File: src/rtl/core/stbs_pkg.sv
// Shared types, character codes and token kind codes for the SQL token
// boundary scanner. No dependencies.
`default_nettype none

package stbs_pkg;

  // Input transaction: one text byte or the end-of-text mark.
  typedef struct packed {
    logic [7:0] byte_value;
    logic       end_mark;
  } in_item_t;

  // Output transaction: one token.
  typedef struct packed {
    logic [3:0]  token_kind;
    logic [15:0] token_start;
    logic [15:0] token_length;
    logic        overflow_seen;
    logic        run_last;
  } out_item_t;

  localparam int unsigned MaxResults = 3;

  // All tokens produced by one input byte, oldest in item[0].
  typedef struct packed {
    logic [1:0]                  count;
    out_item_t [MaxResults-1:0]  item;
  } group_t;

  typedef enum logic [2:0] {
    MODE_IDLE,
    MODE_WORD,
    MODE_MINUS,
    MODE_DOT,
    MODE_STRING,
    MODE_GT,
    MODE_LT
  } mode_e;

  localparam logic [3:0] KIND_WORD      = 4'd0;
  localparam logic [3:0] KIND_INTEGER   = 4'd1;
  localparam logic [3:0] KIND_DECIMAL   = 4'd2;
  localparam logic [3:0] KIND_STRING    = 4'd3;
  localparam logic [3:0] KIND_STAR      = 4'd4;
  localparam logic [3:0] KIND_COMMA     = 4'd5;
  localparam logic [3:0] KIND_LPAREN    = 4'd6;
  localparam logic [3:0] KIND_RPAREN    = 4'd7;
  localparam logic [3:0] KIND_SEMICOLON = 4'd8;
  localparam logic [3:0] KIND_EQUALS    = 4'd9;
  localparam logic [3:0] KIND_GT        = 4'd10;
  localparam logic [3:0] KIND_GE        = 4'd11;
  localparam logic [3:0] KIND_LT        = 4'd12;
  localparam logic [3:0] KIND_LE        = 4'd13;
  localparam logic [3:0] KIND_INVALID   = 4'd14;
  localparam logic [3:0] KIND_END       = 4'd15;

  localparam logic [7:0] CH_MINUS   = 8'h2D;
  localparam logic [7:0] CH_UNDER   = 8'h5F;
  localparam logic [7:0] CH_DOT     = 8'h2E;
  localparam logic [7:0] CH_STAR    = 8'h2A;
  localparam logic [7:0] CH_EQUALS  = 8'h3D;
  localparam logic [7:0] CH_GT      = 8'h3E;
  localparam logic [7:0] CH_LT      = 8'h3C;
  localparam logic [7:0] CH_SEMI    = 8'h3B;
  localparam logic [7:0] CH_COMMA   = 8'h2C;
  localparam logic [7:0] CH_LPAREN  = 8'h28;
  localparam logic [7:0] CH_RPAREN  = 8'h29;
  localparam logic [7:0] CH_QUOTE   = 8'h27;

  function automatic logic is_digit(input logic [7:0] c);
    return c inside {[8'h30:8'h39]};
  endfunction

  function automatic logic is_alpha(input logic [7:0] c);
    return c inside {[8'h41:8'h5A], [8'h61:8'h7A]};
  endfunction

  // space, TAB, LF, VT, FF, CR
  function automatic logic is_space(input logic [7:0] c);
    return c inside {8'h20, [8'h09:8'h0D]};
  endfunction

endpackage

`default_nettype wire

File: src/rtl/core/sql_token_boundary_scanner.sv
// SQL token boundary scanner, one text byte per transaction.
// Flow: with the output stage free, a byte's tokens pass through the group queue
// and then the output register before they show on the result ports to be popped.
// Throughput: one byte per cycle while the queue is not full; a byte that closes k
// tokens holds the output register for k pops, and the two-group queue lets the scanner run ahead meanwhile.
// Reset (async, active low) clears scan state, position, queue and output stage.
`default_nettype none

module sql_token_boundary_scanner #(
  parameter int unsigned POSITION_WIDTH = 16
) (
  input  wire logic               clk_i,
  input  wire logic               rst_ni,
  input  wire logic               push,
  output logic                    full,
  input  wire stbs_pkg::in_item_t in_item_i,
  output logic                    empty,
  input  wire logic               pop,
  output stbs_pkg::out_item_t     out_item_o
);

  logic             accept;
  logic             grp_valid;
  stbs_pkg::group_t grp;
  logic             q_valid;
  stbs_pkg::group_t q_data;
  logic             q_take;

  assign accept = push && !full;

  stbs_front #(
    .POSITION_WIDTH(POSITION_WIDTH)
  ) u_front (
    .clk_i      (clk_i),
    .rst_ni     (rst_ni),
    .accept_i   (accept),
    .in_item_i  (in_item_i),
    .grp_valid_o(grp_valid),
    .grp_o      (grp)
  );

  stbs_group_fifo u_fifo (
    .clk_i  (clk_i),
    .rst_ni (rst_ni),
    .push_i (grp_valid),
    .wdata_i(grp),
    .full_o (full),
    .valid_o(q_valid),
    .pop_i  (q_take),
    .rdata_o(q_data)
  );

  stbs_back u_back (
    .clk_i      (clk_i),
    .rst_ni     (rst_ni),
    .grp_valid_i(q_valid),
    .grp_i      (q_data),
    .grp_take_o (q_take),
    .empty_o    (empty),
    .pop_i      (pop),
    .out_item_o (out_item_o)
  );

endmodule

`default_nettype wire

File: src/rtl/core/stbs_front.sv
// Scanner front end: tracks the lexer mode and builds the group of tokens
// that each accepted byte produces. Depends on stbs_pkg.
`default_nettype none

module stbs_front #(
  parameter int unsigned POSITION_WIDTH = 16
) (
  input  wire logic              clk_i,
  input  wire logic              rst_ni,
  input  wire logic              accept_i,
  input  wire stbs_pkg::in_item_t in_item_i,
  output logic                   grp_valid_o,
  output stbs_pkg::group_t       grp_o
);

  localparam int unsigned PW = POSITION_WIDTH;
  localparam logic [PW-1:0] PosMax = {PW{1'b1}};

  stbs_pkg::mode_e mode_q, mode_d;
  logic [PW-1:0]   origin_q, origin_d;
  logic [PW-1:0]   pos_q, pos_d;
  logic            saw_letter_q, saw_letter_d;
  logic            saw_point_q, saw_point_d;
  logic            ovf_q, ovf_d;

  logic [7:0]    c;
  logic          is_end;
  logic          at_max;
  logic          word_cont;
  logic          dot_ok;
  logic          do_flush;
  logic          do_begin;
  logic          do_pair;
  logic          ovf_now;
  logic [PW-1:0] dot_pos;
  logic [1:0]    n;
  stbs_pkg::out_item_t res [stbs_pkg::MaxResults];

  function automatic logic [15:0] sat16(input logic [PW-1:0] v);
    logic [31:0] w;
    w = 32'(v);
    return (w > 32'h0000_FFFF) ? 16'hFFFF : w[15:0];
  endfunction

  function automatic stbs_pkg::out_item_t mk(input logic [3:0] kind,
                                              input logic [PW-1:0] start,
                                              input logic [PW-1:0] len,
                                              input logic ovf);
    stbs_pkg::out_item_t r;
    r.token_kind    = kind;
    r.token_start   = sat16(start);
    r.token_length  = sat16(len);
    r.overflow_seen = ovf;
    r.run_last      = 1'b0;
    return r;
  endfunction

  function automatic logic [PW-1:0] span(input logic [PW-1:0] from,
                                         input logic [PW-1:0] to);
    return (to > from) ? (to - from) : '0;
  endfunction

  assign c         = in_item_i.byte_value;
  assign is_end    = in_item_i.end_mark;
  assign at_max    = (pos_q == PosMax);
  assign word_cont = stbs_pkg::is_digit(c) || stbs_pkg::is_alpha(c) || (c == stbs_pkg::CH_UNDER);
  assign dot_ok    = (c == stbs_pkg::CH_DOT) && !saw_letter_q && !saw_point_q;
  assign ovf_now   = is_end ? ovf_q : (ovf_q | at_max);
  assign dot_pos   = (pos_q != '0) ? (pos_q - PW'(1)) : '0;

  // What this byte does to the open token.
  always_comb begin
    do_flush = 1'b0;
    do_begin = 1'b0;
    do_pair  = 1'b0;
    if (is_end) begin
      do_flush = 1'b1;
    end else begin
      case (mode_q)
        stbs_pkg::MODE_WORD: begin
          if (!word_cont && !dot_ok) begin
            do_flush = 1'b1;
            do_begin = 1'b1;
          end
        end
        stbs_pkg::MODE_MINUS, stbs_pkg::MODE_DOT: begin
          if (!stbs_pkg::is_digit(c)) begin
            do_flush = 1'b1;
            do_begin = 1'b1;
          end
        end
        stbs_pkg::MODE_STRING: begin
          do_flush = (c == stbs_pkg::CH_QUOTE);
        end
        stbs_pkg::MODE_GT, stbs_pkg::MODE_LT: begin
          if (c == stbs_pkg::CH_EQUALS) begin
            do_pair = 1'b1;
          end else begin
            do_flush = 1'b1;
            do_begin = 1'b1;
          end
        end
        default: begin
          do_begin = 1'b1;
        end
      endcase
    end
  end

  // Next state
  always_comb begin
    mode_d       = mode_q;
    origin_d     = origin_q;
    pos_d        = pos_q;
    saw_letter_d = saw_letter_q;
    saw_point_d  = saw_point_q;
    ovf_d        = ovf_q;
    if (accept_i) begin
      if (is_end) begin
        mode_d       = stbs_pkg::MODE_IDLE;
        origin_d     = '0;
        pos_d        = '0;
        saw_letter_d = 1'b0;
        saw_point_d  = 1'b0;
        ovf_d        = 1'b0;
      end else begin
        pos_d = at_max ? PosMax : (pos_q + PW'(1));
        ovf_d = ovf_q | at_max;
        case (mode_q)
          stbs_pkg::MODE_WORD: begin
            if (word_cont) begin
              if (stbs_pkg::is_alpha(c)) saw_letter_d = 1'b1;
            end else if (dot_ok) begin
              mode_d = stbs_pkg::MODE_DOT;
            end
          end
          stbs_pkg::MODE_MINUS: begin
            if (stbs_pkg::is_digit(c)) begin
              mode_d       = stbs_pkg::MODE_WORD;
              saw_letter_d = 1'b0;
              saw_point_d  = 1'b0;
            end
          end
          stbs_pkg::MODE_DOT: begin
            if (stbs_pkg::is_digit(c)) begin
              mode_d      = stbs_pkg::MODE_WORD;
              saw_point_d = 1'b1;
            end
          end
          default: ;
        endcase
        if (do_flush || do_pair) mode_d = stbs_pkg::MODE_IDLE;
        if (do_begin) begin
          mode_d = stbs_pkg::MODE_IDLE;
          if (stbs_pkg::is_digit(c) || stbs_pkg::is_alpha(c)) begin
            mode_d       = stbs_pkg::MODE_WORD;
            origin_d     = pos_q;
            saw_letter_d = stbs_pkg::is_alpha(c);
            saw_point_d  = 1'b0;
          end else begin
            case (c)
              stbs_pkg::CH_MINUS: begin
                mode_d   = stbs_pkg::MODE_MINUS;
                origin_d = pos_q;
              end
              stbs_pkg::CH_QUOTE: begin
                mode_d   = stbs_pkg::MODE_STRING;
                // string text starts after the quote
                origin_d = at_max ? pos_q : (pos_q + PW'(1));
              end
              stbs_pkg::CH_GT: begin
                mode_d   = stbs_pkg::MODE_GT;
                origin_d = pos_q;
              end
              stbs_pkg::CH_LT: begin
                mode_d   = stbs_pkg::MODE_LT;
                origin_d = pos_q;
              end
              default: ;
            endcase
          end
        end
      end
    end
  end

  // Token emission
  always_comb begin
    n = 2'd0;
    for (int i = 0; i < stbs_pkg::MaxResults; i++) res[i] = '0;

    if (do_flush) begin
      case (mode_q)
        stbs_pkg::MODE_WORD: begin
          res[n] = mk(saw_letter_q ? stbs_pkg::KIND_WORD :
                      (saw_point_q ? stbs_pkg::KIND_DECIMAL : stbs_pkg::KIND_INTEGER),
                      origin_q, span(origin_q, pos_q), ovf_now);
          n = n + 2'd1;
        end
        stbs_pkg::MODE_MINUS: begin
          res[n] = mk(stbs_pkg::KIND_INVALID, origin_q, PW'(1), ovf_now);
          n = n + 2'd1;
        end
        stbs_pkg::MODE_DOT: begin
          // number before the dot, then the dangling dot
          res[n] = mk(saw_letter_q ? stbs_pkg::KIND_WORD :
                      (saw_point_q ? stbs_pkg::KIND_DECIMAL : stbs_pkg::KIND_INTEGER),
                      origin_q, span(origin_q, dot_pos), ovf_now);
          n = n + 2'd1;
          res[n] = mk(stbs_pkg::KIND_INVALID, dot_pos, PW'(1), ovf_now);
          n = n + 2'd1;
        end
        stbs_pkg::MODE_STRING: begin
          res[n] = mk(stbs_pkg::KIND_STRING, origin_q, span(origin_q, pos_q), ovf_now);
          n = n + 2'd1;
        end
        stbs_pkg::MODE_GT: begin
          res[n] = mk(stbs_pkg::KIND_GT, origin_q, PW'(1), ovf_now);
          n = n + 2'd1;
        end
        stbs_pkg::MODE_LT: begin
          res[n] = mk(stbs_pkg::KIND_LT, origin_q, PW'(1), ovf_now);
          n = n + 2'd1;
        end
        default: ;
      endcase
    end

    if (do_pair) begin
      res[n] = mk((mode_q == stbs_pkg::MODE_GT) ? stbs_pkg::KIND_GE : stbs_pkg::KIND_LE,
                  origin_q, PW'(2), ovf_now);
      n = n + 2'd1;
    end

    if (do_begin && !stbs_pkg::is_space(c) && !stbs_pkg::is_digit(c) &&
        !stbs_pkg::is_alpha(c)) begin
      case (c)
        stbs_pkg::CH_MINUS, stbs_pkg::CH_QUOTE, stbs_pkg::CH_GT, stbs_pkg::CH_LT: ;
        stbs_pkg::CH_STAR: begin
          res[n] = mk(stbs_pkg::KIND_STAR, pos_q, PW'(1), ovf_now);
          n = n + 2'd1;
        end
        stbs_pkg::CH_COMMA: begin
          res[n] = mk(stbs_pkg::KIND_COMMA, pos_q, PW'(1), ovf_now);
          n = n + 2'd1;
        end
        stbs_pkg::CH_LPAREN: begin
          res[n] = mk(stbs_pkg::KIND_LPAREN, pos_q, PW'(1), ovf_now);
          n = n + 2'd1;
        end
        stbs_pkg::CH_RPAREN: begin
          res[n] = mk(stbs_pkg::KIND_RPAREN, pos_q, PW'(1), ovf_now);
          n = n + 2'd1;
        end
        stbs_pkg::CH_SEMI: begin
          res[n] = mk(stbs_pkg::KIND_SEMICOLON, pos_q, PW'(1), ovf_now);
          n = n + 2'd1;
        end
        stbs_pkg::CH_EQUALS: begin
          res[n] = mk(stbs_pkg::KIND_EQUALS, pos_q, PW'(1), ovf_now);
          n = n + 2'd1;
        end
        default: begin
          res[n] = mk(stbs_pkg::KIND_INVALID, pos_q, PW'(1), ovf_now);
          n = n + 2'd1;
        end
      endcase
    end

    if (is_end) begin
      res[n] = mk(stbs_pkg::KIND_END, pos_q, '0, ovf_now);
      n = n + 2'd1;
    end

    if (n != 2'd0) res[n - 2'd1].run_last = 1'b1;
  end

  always_comb begin
    grp_o.count = n;
    for (int i = 0; i < stbs_pkg::MaxResults; i++) grp_o.item[i] = res[i];
  end
  assign grp_valid_o = accept_i && (n != 2'd0);

  always_ff @(posedge clk_i or negedge rst_ni) begin
    if (!rst_ni) begin
      mode_q       <= stbs_pkg::MODE_IDLE;
      origin_q     <= '0;
      pos_q        <= '0;
      saw_letter_q <= 1'b0;
      saw_point_q  <= 1'b0;
      ovf_q        <= 1'b0;
    end else begin
      mode_q       <= mode_d;
      origin_q     <= origin_d;
      pos_q        <= pos_d;
      saw_letter_q <= saw_letter_d;
      saw_point_q  <= saw_point_d;
      ovf_q        <= ovf_d;
    end
  end

endmodule

`default_nettype wire

File: src/rtl/core/stbs_group_fifo.sv
// Two-entry queue of token groups between scanner front and output stage.
// Depends on stbs_pkg.
`default_nettype none

module stbs_group_fifo (
  input  wire logic             clk_i,
  input  wire logic             rst_ni,
  input  wire logic             push_i,
  input  wire stbs_pkg::group_t wdata_i,
  output logic                  full_o,
  output logic                  valid_o,
  input  wire logic             pop_i,
  output stbs_pkg::group_t      rdata_o
);

  localparam int unsigned Depth = 2;

  stbs_pkg::group_t mem_q [Depth];
  logic             wptr_q, rptr_q;
  logic [1:0]       cnt_q;
  logic             do_push, do_pop;

  assign full_o  = (cnt_q == 2'(Depth));
  assign valid_o = (cnt_q != 2'd0);
  assign do_push = push_i && !full_o;
  assign do_pop  = pop_i && valid_o;
  assign rdata_o = mem_q[rptr_q];

  always_ff @(posedge clk_i) begin
    if (do_push) mem_q[wptr_q] <= wdata_i;
  end

  always_ff @(posedge clk_i or negedge rst_ni) begin
    if (!rst_ni) begin
      wptr_q <= 1'b0;
      rptr_q <= 1'b0;
      cnt_q  <= 2'd0;
    end else begin
      if (do_push) wptr_q <= ~wptr_q;
      if (do_pop)  rptr_q <= ~rptr_q;
      cnt_q <= cnt_q + {1'b0, do_push} - {1'b0, do_pop};
    end
  end

endmodule

`default_nettype wire

File: src/rtl/core/stbs_back.sv
// Output stage: holds one token group and hands its tokens out one per pop.
// Depends on stbs_pkg.
`default_nettype none

module stbs_back (
  input  wire logic             clk_i,
  input  wire logic             rst_ni,
  input  wire logic             grp_valid_i,
  input  wire stbs_pkg::group_t grp_i,
  output logic                  grp_take_o,
  output logic                  empty_o,
  input  wire logic             pop_i,
  output stbs_pkg::out_item_t   out_item_o
);

  stbs_pkg::group_t cur_q;
  logic [1:0]       idx_q;
  logic             valid_q;
  logic             take, last, load;

  assign last       = (idx_q == (cur_q.count - 2'd1));
  assign take       = pop_i && valid_q;
  // refill when empty, or on the same edge the last token of the group leaves
  assign load       = grp_valid_i && (!valid_q || (take && last));
  assign grp_take_o = load;
  assign empty_o    = !valid_q;
  assign out_item_o = cur_q.item[idx_q];

  always_ff @(posedge clk_i) begin
    if (load) cur_q <= grp_i;
  end

  always_ff @(posedge clk_i or negedge rst_ni) begin
    if (!rst_ni) begin
      valid_q <= 1'b0;
      idx_q   <= 2'd0;
    end else if (load) begin
      valid_q <= 1'b1;
      idx_q   <= 2'd0;
    end else if (take) begin
      if (last) valid_q <= 1'b0;
      else      idx_q   <= idx_q + 2'd1;
    end
  end

endmodule

`default_nettype wire

File: config.mk
export PLATFORM = sky130hd
export DESIGN_NAME = sql_token_boundary_scanner
export DESIGN_NICKNAME = d
export VERILOG_FILES = /design/src/rtl/core/stbs_pkg.sv /design/src/rtl/core/sql_token_boundary_scanner.sv /design/src/rtl/core/stbs_front.sv /design/src/rtl/core/stbs_group_fifo.sv /design/src/rtl/core/stbs_back.sv
export SDC_FILE = /design/constraint.sdc
export NUM_CORES = 1
export LEC_CHECK = 0
export BUFFER_PORTS_ARGS = -buffer_cell sky130_fd_sc_hd__buf_2
export CAP_MARGIN = 30
export CELL_PAD_IN_SITES_DETAIL_PLACEMENT = 1
export CELL_PAD_IN_SITES_GLOBAL_PLACEMENT = 2
export CORE_MARGIN = 1
export CORE_UTILIZATION = 43
export DETAILED_ROUTE_END_ITERATION = 8
export GPL_TIMING_DRIVEN = 0
export PLACE_DENSITY = 0.77
export SETUP_SLACK_MARGIN = 0.5
export SLEW_MARGIN = 25
export SYNTH_ARGS = -nofsm -noshare
export SYNTH_HDL_FRONTEND = slang
export SYNTH_SLANG_ARGS = --single-unit
File: constraint.sdc
create_clock -name clk_i -period 10.3 [get_ports clk_i]
set_input_delay 1.03 -clock clk_i [delete_from_list [all_inputs] [get_ports clk_i]]
set_output_delay 1.03 -clock clk_i [all_outputs]
set_load 0.02 [all_outputs]
==> results of run 1 <==
worst max-delay path, cell delays in order:
cell	delay, ps
sky130_fd_sc_hd__buf_2	150
sky130_fd_sc_hd__nor3b_1	670
sky130_fd_sc_hd__nand3_1	300
sky130_fd_sc_hd__o31ai_1	210
sky130_fd_sc_hd__o211ai_1	390
sky130_fd_sc_hd__nand2_1	240
sky130_fd_sc_hd__clkbuf_1	560
sky130_fd_sc_hd__ha_1	350
sky130_fd_sc_hd__a21oi_1	290
sky130_fd_sc_hd__ha_1	290
sky130_fd_sc_hd__mux2_2	310
sky130_fd_sc_hd__ha_1	300
sky130_fd_sc_hd__mux2_2	340
sky130_fd_sc_hd__a21oi_1	380
sky130_fd_sc_hd__nor2b_4	320
sky130_fd_sc_hd__buf_16	210
sky130_fd_sc_hd__buf_16	180
sky130_fd_sc_hd__buf_12	190
sky130_fd_sc_hd__buf_16	180
sky130_fd_sc_hd__buf_16	170
where the power goes:
| group | switching, W | internal [W] |
|---|---|---|
| registers | 0.000108 | 0.00185 |
| logic | 0.00169 | 0.000975 |
| clock network | 0.000497 | 0.000754 |
Yosys cell counts (7+ instances only):
cell type                  number  area [um2]
sky130_fd_sc_hd__edfxtp_1     264        7930
sky130_fd_sc_hd__nand2_1      154         578
sky130_fd_sc_hd__nor2_1       110         413
sky130_fd_sc_hd__o21ai_0       94         470
sky130_fd_sc_hd__mux2_2        91        1020
sky130_fd_sc_hd__a21oi_1       86         430
sky130_fd_sc_hd__clkbuf_1      76         285
sky130_fd_sc_hd__inv_1         49         184
sky130_fd_sc_hd__dfrtp_1       45        1130
sky130_fd_sc_hd__ha_1          40         500
sky130_fd_sc_hd__xnor2_1       36         315
sky130_fd_sc_hd__mux2i_1       30         300
sky130_fd_sc_hd__o31ai_1       27         203
sky130_fd_sc_hd__and2_1        25         156
sky130_fd_sc_hd__nand3_1       23         115
sky130_fd_sc_hd__nand2b_1      20         125
sky130_fd_sc_hd__xor2_1        20         175
sky130_fd_sc_hd__nor3_1        18        90.1
sky130_fd_sc_hd__a21o_1        16         120
sky130_fd_sc_hd__a22oi_1       15         113
sky130_fd_sc_hd__nor2b_1       12        75.1
sky130_fd_sc_hd__a31oi_1       11        68.8
sky130_fd_sc_hd__and3_1        10        62.6
sky130_fd_sc_hd__a22oi_2        9         113
sky130_fd_sc_hd__o22a_1         9        78.8
sky130_fd_sc_hd__nor4_1         8        50.1
sky130_fd_sc_hd__o211ai_1       7        52.6
per-stage QoR:
| step | instances | worst slack [ps] | hold slack (ps) | cell area, um2 |
|---|---|---|---|---|
| 2_1_floorplan | 1426 | 1410 | 455 | 16200 |
| 3_3_place_gp | 1980 | -2380 | 469 | 17100 |
| 3_5_place_dp | 1991 | 2940 | 502 | 17400 |
| 4_1_cts | 2054 | 3480 | 512 | 18500 |
| 5_1_grt | 2055 | 3040 | 537 | 18500 |
| 6_report | 2055 | 3460 | 500 | 18500 |
placed cells by master, fill, tap and decap left out, types with 10 or more instances in the layout:
master | netlist | routed
sky130_fd_sc_hd__nor2b_1 | 12 | 11
sky130_fd_sc_hd__xor2_1 | 20 | 20
sky130_fd_sc_hd__o21ai_0 | 94 | 94
sky130_fd_sc_hd__buf_2 | 3 | 52
sky130_fd_sc_hd__nand2_1 | 154 | 154
sky130_fd_sc_hd__mux2i_1 | 30 | 30
sky130_fd_sc_hd__inv_1 | 49 | 49
sky130_fd_sc_hd__a31oi_1 | 11 | 11
sky130_fd_sc_hd__ha_1 | 40 | 40
sky130_fd_sc_hd__clkbuf_1 | 76 | 88
sky130_fd_sc_hd__nor3_1 | 18 | 18
sky130_fd_sc_hd__and2_1 | 25 | 24
sky130_fd_sc_hd__edfxtp_1 | 264 | 264
sky130_fd_sc_hd__mux2_2 | 91 | 91
sky130_fd_sc_hd__and3_1 | 10 | 10
sky130_fd_sc_hd__o31ai_1 | 27 | 27
sky130_fd_sc_hd__nand2b_1 | 20 | 20
sky130_fd_sc_hd__a21o_1 | 16 | 16
sky130_fd_sc_hd__nor2_1 | 110 | 109
sky130_fd_sc_hd__a22oi_1 | 15 | 15
sky130_fd_sc_hd__nand3_1 | 23 | 23
sky130_fd_sc_hd__xnor2_1 | 36 | 36
sky130_fd_sc_hd__a21oi_1 | 86 | 86
sky130_fd_sc_hd__clkbuf_16 | 0 | 35
sky130_fd_sc_hd__dfrtp_1 | 45 | 45
flip-flops by register name (all words and copies together) (netlist names):
register / count
u_front.pos_q: 16
u_front.saw_letter_q: 1
u_fifo.wptr_q: 1
u_front.mode_q: 3
u_fifo.rptr_q: 1
u_front.ovf_q: 1
u_back.cur_q: 88
u_back.valid_q: 1
u_front.origin_q: 16
u_fifo.mem_q: 176
u_back.idx_q: 2
u_front.saw_point_q: 1
u_fifo.cnt_q: 2
worst max-delay path by stage:
| stage | endpoint | startpoint | slack [ps] | depth (start not counted) |
|---|---|---|---|---|
| finish | u_fifo.mem_q[0][17]$_DFFE_PP_ | in_item_i[6] | 3460 | 20 |
| global route | u_fifo.mem_q[0][30]$_DFFE_PP_ | in_item_i[6] | 3040 | 20 |
| CTS | u_fifo.mem_q[0][30]$_DFFE_PP_ | in_item_i[6] | 3480 | 20 |
| detailed placement | u_fifo.mem_q[0][16]$_DFFE_PP_ | in_item_i[6] | 2940 | 20 |
| global placement | u_fifo.mem_q[0][16]$_DFFE_PP_ | in_item_i[6] | -2380 | 15 |
| floorplan | u_fifo.mem_q[0][0]$_DFFE_PP_ | in_item_i[1] | 1410 | 15 |
layer usage:
metal / vias to the layer above / GRT usage, %
li1: 5454 / -
met1: 5836 / 36.6
met2: 193 / 41.8
met3: 45 / 2.68
met4: 0 / 5.90
met5: - / 0
area by class of cell:
class	instances	area, um2	area share (%)
well taps	504	631	3.40
plain buffers	88	357	1.92
flip-flops and latches	309	9050	48.9
clock inverters	13	185	0.999
repair buffers	62	537	2.90
multi-input cells	979	6620	35.7
clock buffers	50	962	5.19
inverters	50	188	1.01
cell families (layout without fill, tap and decap cells):
kind of cell | Yosys count | count (layout)
flip-flops | 309 | 309
adder cells (fa/ha/maj) | 43 | 43
AO/OA/AOI/OAI | 339 | 339
AND/OR/NAND/NOR | 420 | 420
buffers and inverters | 138 | 263
XOR/XNOR | 56 | 56
multiplexers | 121 | 121
==> metrics.md, run 1 <==
| Metric | Value |
|---|---|
| Clock latency on the worst-skew pair | `between 500 and 600 ps` |
| Wire length after detailed routing | `roughly 48000 um` |
| Synth Area in Compound Gates | `about 14%` |
| Antenna diode count | `0` |
| Final worst path period need | `slightly below 7000 ps` |
| Clk Tree Root Cell | `sky130_fd_sc_hd__clkbuf_16` |
| First-pass GRT wire length | `roughly 73000 um` |
| Last weighted congestion value of the routability-driven placer | `approximately 0.88` |
| Tot GR Track Use | `25.5%` |
| Via count of the first global-routing pass | `approximately 12000` |
| Post-Synthesis Cells | `between 1000 and 1500` |
| Initial standard-cell utilization of the core | `around 44%` |
| Fraction of registers with async set or reset after synthesis | `around 15%` |
| Met2 wire len | `about 22000 um` |
| Number of flops mapped to enable cells by yosys | `approximately 260` |
| Count of final hold-check violations | `0` |
| Avg Synthesized Cell Area | `between 10 and 15 um2` |
| Ratio of cells with drive above 1 in the final layout | `between 10% and 20%` |
| Detailed-route wire length on metal 1 | `approximately 23000 um` |
| Antenna violations before repair | `0` |
| Cell area after technology mapping | `between 15000 and 20000 um2` |
| CTS-repair resized insts | `0` |
| Area grow syn2layout | `14.4%` |
| Clock tree from TritonCTS | `yes` |
| Count of vias placed by the detailed router | `~12000` |
| Pwr per Cell Area | `317 nW/um2` |
| Final setup violation count | `0` |
| CP Data Arrival Time | `approximately 7100 ps` |
| Synthesis-stage register bit count | `309` |
| Dominant combinational cell family by area after synthesis | `compound AO/OA/AOI/OAI gates` |
| Worst reg2reg endpoint | `u_fifo.mem_q[0][17]$_DFFE_PP_` |
| Total chip power | `between 0.005 and 0.006 W` |
| Multiplexer fraction of the synthesized cell area | `8.18%` |
| Static Leak | `around 6.8 nW` |
| RSZ-0062 raised after global routing | `false` |
| Slew of the pin with the lowest slew margin | `894 ps` |
| Count of different cell masters after synthesis | `81` |
| Share of the core filled with cells in the final layout | `roughly 50%` |
| CTS buffer count | `35` |
| Hold-critical path depth | `1` |
| Path class of the lowest-slack min-delay path | `register to register` |
| Per-cell routed wire length | `about 23 um` |
| Ratio of routed vias to standard cells | `approximately 5.6` |
| Antenna Nets Post-Route | `0` |
| Synthesized net count | `between 1000 and 1500` |
| Cts hold-fix bufs | `0` |
| Synth Area in Adders | `between 3 and 4%` |
| Number of maximum-capacitance violations | `0` |
| Top flip-flop cell by instance count after synthesis | `sky130_fd_sc_hd__edfxtp_1` |
| Clock transition at path regs | `around 60 ps` |
| Die area | `just under 40000 um2` |
| Top layer reached by signal wires | `met4` |
| Site Rows | `70` |
| Post-CTS setup buffer count | `0` |
| Depth of the most critical reg-to-reg path | `20` |
| Total overflow reported by the global router | `0` |
| End of the worst hold path | `u_fifo.cnt_q[1]$_DFF_PN0_` |
| Fin crit share | `between 60% and 70%` |
| Number of iterations in the first detailed-routing pass | `5` |
| Reg-to-Reg Start | `u_front.mode_q[0]$_DFFE_PN0P_` |
| Worst Path Class, Setup | `input port to register` |
| Basic-gate share of the synthesized area counting and, or, nand and nor cells | `between 10% and 20%` |
| Standard cell core area | `about 37000 um2` |
| Aggregate negative setup slack | `0 ps` |
| Floorplan die height | `around 200 um` |
| Sequential share of the synthesized area | `between 50% and 60%` |
| Die extent in x | `between 150 and 200 um` |
| Worst rel slew slack | `40.0%` |
| Number of top-level pins | `53` |
| Max Clk Rate | `146 MHz` |
| DRC violation count after routing | `0` |
| Met3 Wirelength | `about 1600 um` |
| Final number of max-transition violations | `0` |
| Biggest fanout along the worst timing path | `22` |
| Total clock sinks | `roughly 300` |
| Share of the synthesized netlist area taken by xor and xnor gates | `between 3 and 4%` |
| Level count of the clock H-tree | `2` |
| Worst Hold Launch | `u_fifo.cnt_q[1]$_DFF_PN0_` |
| Required time at the endpoint of the critical path | `approximately 11000 ps` |
| Iteration-0 DRC Markers | `between 700 and 800` |
| Largest net degree at the start of global routing | `48` |
| Status | `finished, final reports clean` |
| Synth Warn # | `0` |
| Clock Path Buffers | `3` |
| # fillers | `slightly below 4000` |
| Detail Placement HPWL | `roughly 36000 um` |
| Category of the worst setup path launch point | `input port` |
| IR drop worst, VDD | `approximately 110 uV` |
| Kind of end point of the critical path | `register` |
| Fin nets | `roughly 1600` |
| R2r setup slk | `around 4000 ps` |
| Setup Skew | `approximately 13 ps` |
| Port-buffer cells | `50` |
Note: power is estimated with default switching activity, not from simulation.
==> inputs of run 2 (changes only) <==
- clock period: 10.3 -> 7.1 ns (I/O delays scaled with it)
==> run 2 against run 1 <==
Count of clock-buffer cells in the layout is 1 lower; combinational power increased by 44%; register-to-register slack worse by 2800 ps; non-clock buffer count shrank 2; final cell count is essentially flat; sequential cell count unchanged; critical path type unchanged; critical endpoint is now u_fifo.mem_q[0][15]$_DFFE_PP_.
==> metrics.md, run 2 (synthesized netlist as in run 1, its figures left out) <==
| Metric | Value |
|---|---|
| RSZ-0062 raised after global routing | `false` |
| Aggregate negative setup slack | `0 ps` |
| First-pass GRT wire length | `roughly 72000 um` |
| Path class of the lowest-slack min-delay path | `input port to asynchronous set/reset pin` |
| Tot GR Track Use | `about a quarter` |
| Total overflow reported by the global router | `0` |
| Reg area | `approximately 9100 um2` |
| Final worst path period need | `between 6000 and 7000 ps` |
| Ratio of cells with drive above 1 in the final layout | `15.7%` |
| Placed cells | `a little under 2000` |
| Pwr per Cell Area | `between 400 and 500 nW/um2` |
| Port-buffer cells | `50` |
| CP Data Arrival Time | `between 6000 and 7000 ps` |
| Slew of the pin with the lowest slew margin | `roughly 950 ps` |
| Site Rows | `70` |
| Setup Skew | `12.4 ps` |
| Worst rel slew slack | `36.4%` |
| Clock tree from TritonCTS | `yes` |
| Antenna Nets Post-Route | `0` |
| Clk Tree Root Cell | `sky130_fd_sc_hd__clkbuf_16` |
| CTS buffer count | `35` |
| Die extent in x | `between 150 and 200 um` |
| Worst Path Class, Setup | `input port to register` |
| Detail Placement HPWL | `~35000 um` |
| Post-CTS setup buffer count | `0` |
| Fin crit share | `roughly 86%` |
| Largest net degree at the start of global routing | `between 40 and 50` |
| Antenna violations before repair | `0` |
| Final std cells w/o fill | `roughly 2100` |
| IR drop worst, VDD | `between 150 and 200 uV` |
| Most common library cell in the layout ignoring fill and taps | `sky130_fd_sc_hd__edfxtp_1` |
| Static Leak | `slightly below 7 nW` |
| Status | `finished, final reports clean` |
| Final setup violation count | `0` |
| Initial standard-cell utilization of the core | `between 40% and 50%` |
| CTS-repair resized insts | `0` |
| Cts hold-fix bufs | `0` |
| Last weighted congestion value of the routability-driven placer | `0.919` |
| Number of maximum-capacitance violations | `0` |
| # fillers | `about 4000` |
| Required time at the endpoint of the critical path | `7330 ps` |
| Max Clk Rate | `roughly 160 MHz` |
| Registers with the highest flip-flop counts | `u_fifo.mem_q x176, u_back.cur_q x88` |
| Level count of the clock H-tree | `2` |
| Clock Path Buffers | `3` |
| Number of top-level pins | `between 50 and 60` |
| Total clock sinks | `between 300 and 400` |
| Biggest fanout along the worst timing path | `21` |
| Category of the worst setup path launch point | `input port` |
| Depth of the most critical reg-to-reg path | `18` |
| Clock latency on the worst-skew pair | `about 530 ps` |
| Clock transition at path regs | `60 ps` |
| Wire length after detailed routing | `47000 um` |
| Highest-count cells in the layout ignoring fill and taps | `264 x sky130_fd_sc_hd__edfxtp_1, 154 x sky130_fd_sc_hd__nand2_1, 109 x sky130_fd_sc_hd__nor2_1` |
| Fin nets | `between 1500 and 2000` |
| Via count of the first global-routing pass | `between 10000 and 15000` |
| Floorplan die height | `196 um` |
| Ratio of routed vias to standard cells | `about 5.6` |
| Number of iterations in the first detailed-routing pass | `5` |
| Combined area of the multi-input logic cells | `about 6600 um2` |
| Kind of end point of the critical path | `register` |
| Final number of max-transition violations | `0` |
| Largest register by flop count | `u_fifo.mem_q` |
| Iteration-0 DRC Markers | `about 730` |
| Per-cell routed wire length | `about 23 um` |
| Flip-flop count of the largest register, all copies and words added | `between 150 and 200` |
| Standard cell core area | `~37000 um2` |
| DRC violation count after routing | `0` |
| Count of vias placed by the detailed router | `~12000` |
| Die area | `a little under 40000 um2` |
| Area grow syn2layout | `13.8%` |
| Count of final hold-check violations | `0` |
| Antenna diode count | `0` |
==> run 2: cell count changes in the layout (fill, tap and decap cells not counted) <==
cell	previous run	this run
sky130_fd_sc_hd__buf_6	4	3
sky130_fd_sc_hd__clkbuf_8	3	5
sky130_fd_sc_hd__clkinv_2	2	7
sky130_fd_sc_hd__buf_12	4	3
sky130_fd_sc_hd__bufinv_16	4	0
sky130_fd_sc_hd__clkbuf_1	88	85
==> run 2: through the flow <==
step | total power (W) | setup WS [ps] | instance area [um2] | hold WS (ps) | utilization [%]
global route | 0.00883 | 509 | 18400 | 264 | 50.0
floorplan | 0.00546 | 1140 | 16200 | 414 | -
finish | 0.00836 | 988 | 18400 | 205 | 50.0
CTS | 0.00843 | 976 | 18400 | 241 | 50.0
global placement | 0.00654 | -1340 | 17100 | 478 | 46.3
detailed placement | 0.00671 | 441 | 17400 | 506 | 47.1
==> run 2: per-layer routing <==
metal  share of wire, %  vias up  track usage [%]
met1                 49     5854             36.3
met2                 46      225             39.6
li1                   -     5446                -
met5                  0        -                0
met3                3.7       48             2.80
met4                1.8        0             5.84
==> run 2: power by group <==
group / leakage, nW / internal (W) / total [W] / switching [W]
combinational: 3.14 / 0.00140 / 0.00385 / 0.00245
clock: 0.525 / 0.000966 / 0.00167 / 0.000707
sequential: 3.07 / 0.00269 / 0.00284 / 0.000148
total: 6.73 / 0.00505 / 0.00836 / 0.00331
==> run 2: final cells by class <==
type | instances | area share [%]
clock inverters | 14 | 0.489
plain buffers | 88 | 1.94
well taps | 504 | 3.42
repair buffers | 60 | 2.74
clock buffers | 49 | 5.31
flip-flops and latches | 309 | 49.2
multi-input cells | 979 | 35.9
inverters | 50 | 1.02
==> run 2: final timing paths <==
check	from	end	slack, ps
min in group clk_i	u_fifo.cnt_q[1]$_DFF_PN0_	u_fifo.cnt_q[1]$_DFF_PN0_	510
hold / removal	rst_ni	u_fifo.rptr_q$_DFFE_PN0P_	200
hold reg to reg	u_fifo.cnt_q[1]$_DFF_PN0_	u_fifo.cnt_q[1]$_DFF_PN0_	510
setup reg to reg	u_front.mode_q[0]$_DFFE_PN0P_	u_fifo.mem_q[0][15]$_DFFE_PP_	1120
setup / recovery	in_item_i[6]	u_fifo.mem_q[0][15]$_DFFE_PP_	990
max in group asynchronous	rst_ni	u_front.pos_q[12]$_DFFE_PN0P_	6350
==> run 2: worst max-delay path, cell delays in order <==
cell and delay [ps]:
sky130_fd_sc_hd__buf_2 140, sky130_fd_sc_hd__nor3b_1 680, sky130_fd_sc_hd__nand3_1 310, sky130_fd_sc_hd__o31ai_1 200, sky130_fd_sc_hd__o211ai_1 380, sky130_fd_sc_hd__nand2_1 220, sky130_fd_sc_hd__clkbuf_1 520, sky130_fd_sc_hd__ha_1 340
sky130_fd_sc_hd__a21oi_1 270, sky130_fd_sc_hd__ha_1 290, sky130_fd_sc_hd__mux2_2 310, sky130_fd_sc_hd__ha_1 290, sky130_fd_sc_hd__mux2_2 340, sky130_fd_sc_hd__a21oi_1 330, sky130_fd_sc_hd__nor2b_4 390, sky130_fd_sc_hd__buf_16 220
sky130_fd_sc_hd__buf_16 190, sky130_fd_sc_hd__buf_16 170
==> inputs of run 3 (changes only) <==
- CORE_ASPECT_RATIO: unset -> 0.5
==> run 3 against run 2 <==
Sequential share of layout area grew 0.42 points; critical path depth shrank 2; wire length grew 6.3%; first-iteration DRC count grew 37%; register-to-register slack lost 210 ps; critical endpoint is now u_fifo.mem_q[1][6]$_DFFE_PP_; highest routed layer is now met5.
==> metrics.md, run 3 (synthesized netlist as in run 1, its figures left out) <==
| Metric | Value |
|---|---|
| Final setup violation count | `0` |
| Total clock sinks | `between 300 and 400` |
| Reg area | `9050 um2` |
| Switching share of power | `40.9%` |
| CP Data Arrival Time | `6460 ps` |
| Aggregate negative setup slack | `0 ps` |
| Total overflow reported by the global router | `0` |
| # fillers | `roughly 3900` |
| CTS buffer count | `29` |
| Antenna Nets Post-Route | `0` |
| Count of final hold-check violations | `0` |
| Final number of max-transition violations | `0` |
| Fin nets | `roughly 1600` |
| Site Rows | `49` |
| Cts hold-fix bufs | `0` |
| Via count of the first global-routing pass | `12100` |
| Depth of the most critical reg-to-reg path | `16` |
| Gate power share | `roughly 48%` |
| Static Leak | `between 6 and 7 nW` |
| Internal power contribution | `between 0.004 and 0.005 W` |
| Final worst setup slack | `906 ps` |
| Clock tree from TritonCTS | `yes` |
| Port-buffer cells | `50` |
| Number of maximum-capacitance violations | `0` |
| Clock network power share | `18.4%` |
| Final std cells w/o fill | `2025` |
| Clock latency on the worst-skew pair | `approximately 590 ps` |
| Biggest fanout along the worst timing path | `48` |
| Initial standard-cell utilization of the core | `roughly 44%` |
| Worst rel slew slack | `between 30% and 40%` |
| Most common library cell in the layout ignoring fill and taps | `sky130_fd_sc_hd__edfxtp_1` |
| Worst Path Class, Setup | `register to register` |
| Critical path launch point | `u_front.mode_q[0]$_DFFE_PN0P_` |
| Number of top-level pins | `53` |
| Clk Tree Root Cell | `sky130_fd_sc_hd__clkbuf_16` |
| Die area | `38500 um2` |
| Antenna violations before repair | `1` |
| Highest-count cells in the layout ignoring fill and taps | `264 x sky130_fd_sc_hd__edfxtp_1, 154 x sky130_fd_sc_hd__nand2_1, 109 x sky130_fd_sc_hd__nor2_1` |
| Clock Path Buffers | `3` |
| Per-cell routed wire length | `24.6 um` |
| Iteration-0 DRC Markers | `about 1000` |
| Floorplan die height | `around 140 um` |
| Flip-flop count of the largest register, all copies and words added | `between 150 and 200` |
| IR drop worst, VDD | `approximately 280 uV` |
| Slew of the pin with the lowest slew margin | `between 900 and 1000 ps` |
| Pwr per Cell Area | `roughly 460 nW/um2` |
| First-pass GRT wire length | `around 75000 um` |
| Ratio of routed vias to standard cells | `5.85` |
| Status | `finished, final reports clean` |
| Largest register by flop count | `u_fifo.mem_q` |
| Final worst path period need | `between 6000 and 7000 ps` |
| Die extent in x | `roughly 280 um` |
| Max Clk Rate | `about 160 MHz` |
| Detail Placement HPWL | `between 30000 and 40000 um` |
| Standard cell core area | `approximately 36000 um2` |
| Kind of end point of the critical path | `register` |
| Path class of the lowest-slack min-delay path | `input port to asynchronous set/reset pin` |
| Switch Pwr | `between 0.003 and 0.004 W` |
| Placement-stage worst setup slack | `1.04 ps` |
| Largest net degree at the start of global routing | `between 40 and 50` |
| DRC violation count after routing | `0` |
| Reg-to-Reg Start | `u_front.mode_q[0]$_DFFE_PN0P_` |
| Portion of total power attributed to sequential cells | `between 30% and 40%` |
| Level count of the clock H-tree | `1` |
| Fin crit share | `87.2%` |
| Registers with the highest flip-flop counts | `u_fifo.mem_q x176, u_back.cur_q x88` |
| Wire length after detailed routing | `between 40000 and 50000 um` |
| Last weighted congestion value of the routability-driven placer | `0.890` |
| Required time at the endpoint of the critical path | `around 7400 ps` |
| Placed cells | `a little under 2000` |
| Area grow syn2layout | `12.8%` |
| Number of iterations in the first detailed-routing pass | `5` |
| Setup Skew | `~23 ps` |
| Antenna diode count | `0` |
| Ratio of cells with drive above 1 in the final layout | `15.8%` |
| RSZ-0062 raised after global routing | `false` |
| Category of the worst setup path launch point | `register` |
| Count of vias placed by the detailed router | `11800` |
| Tot GR Track Use | `about 26%` |
| Combined area of the multi-input logic cells | `between 6000 and 7000 um2` |
| Clock transition at path regs | `approximately 70 ps` |
-- run 3: changes by cell type in the layout (fill, tap and decap cells not counted), sizes merged --
cell	change
clkinvlp	+1
clkbuf	-19
bufinv	+2
inv	+2
buf	+3
clkinv	+3
-- run 3: routing by layer --
layer	vias to the layer above	share of wire, %	global-route usage [%]
li1	5445	-	-
met1	6032	48	39.2
met2	327	43	39.4
met3	40	7.2	5.00
met4	2	1.2	3.35
met5	-	0.12	1.22
-- run 3: layout make-up --
cell class | instances | share of cell area (%)
plain buffers | 88 | 1.96
clock buffers | 30 | 3.99
clock inverters | 22 | 0.993
inverters | 50 | 1.03
multi-input cells | 979 | 36.3
flip-flops and latches | 309 | 49.6
well taps | 484 | 3.32
repair buffers | 63 | 2.88
-- run 3: repair_timing --
item                                    CTS  global route
setup buffers                             0             2
gates resized for setup                   0             1
endpoints found under the setup margin    0           112
hold endpoints to repair                  0             0
-- run 3: power groups by stage --
| stage | Sequential (W) | Clock, W | Combinational, W |
|---|---|---|---|
| 5_1_grt | 0.00289 | 0.00162 | 0.00430 |
| 3_5_place_dp | 0.00288 | 0 | 0.00392 |
| 2_1_floorplan | 0.00285 | 0 | 0.00261 |
| 3_3_place_gp | 0.00291 | 0 | 0.00369 |
| 6_report | 0.00285 | 0.00153 | 0.00396 |
| 4_1_cts | 0.00285 | 0.00156 | 0.00395 |
-- run 3: metrics by stage --
step                      hold WS, ps  power [W]  util (%)  instance area (um2)
after floorplan                   414    0.00546         -                16200
after global placement            477    0.00660      46.8                17100
after detailed placement          491    0.00680      47.5                17300
after CTS                         193    0.00836      50.0                18200
after global routing              211    0.00881      50.1                18300
final                             178    0.00834      50.1                18300
-- run 3: worst paths after layout --
check | to | slack, ps
min in group clk_i | u_fifo.cnt_q[1]$_DFF_PN0_ | 490
max | u_fifo.mem_q[1][6]$_DFFE_PP_ | 910
min reg2reg | u_fifo.cnt_q[1]$_DFF_PN0_ | 490
min | u_back.idx_q[1]$_DFFE_PN0P_ | 180
max in group asynchronous | u_fifo.wptr_q$_DFFE_PN0N_ | 6370
max reg2reg | u_fifo.mem_q[1][6]$_DFFE_PP_ | 910
-- run 3: worst max-delay path, cell delays in order, from the launching register on --
cell and delay [ps]:
sky130_fd_sc_hd__dfrtp_1 320, sky130_fd_sc_hd__clkbuf_1 280, sky130_fd_sc_hd__nor3b_1 350, sky130_fd_sc_hd__o41ai_1 160
sky130_fd_sc_hd__a21o_1 200, sky130_fd_sc_hd__o211ai_1 560, sky130_fd_sc_hd__nand2_1 230, sky130_fd_sc_hd__clkbuf_1 400
sky130_fd_sc_hd__ha_1 410, sky130_fd_sc_hd__a21oi_1 300, sky130_fd_sc_hd__ha_1 290, sky130_fd_sc_hd__mux2_2 310
sky130_fd_sc_hd__ha_1 310, sky130_fd_sc_hd__mux2_2 320, sky130_fd_sc_hd__a21oi_1 380, sky130_fd_sc_hd__and2_4 650
sky130_fd_sc_hd__buf_16 330
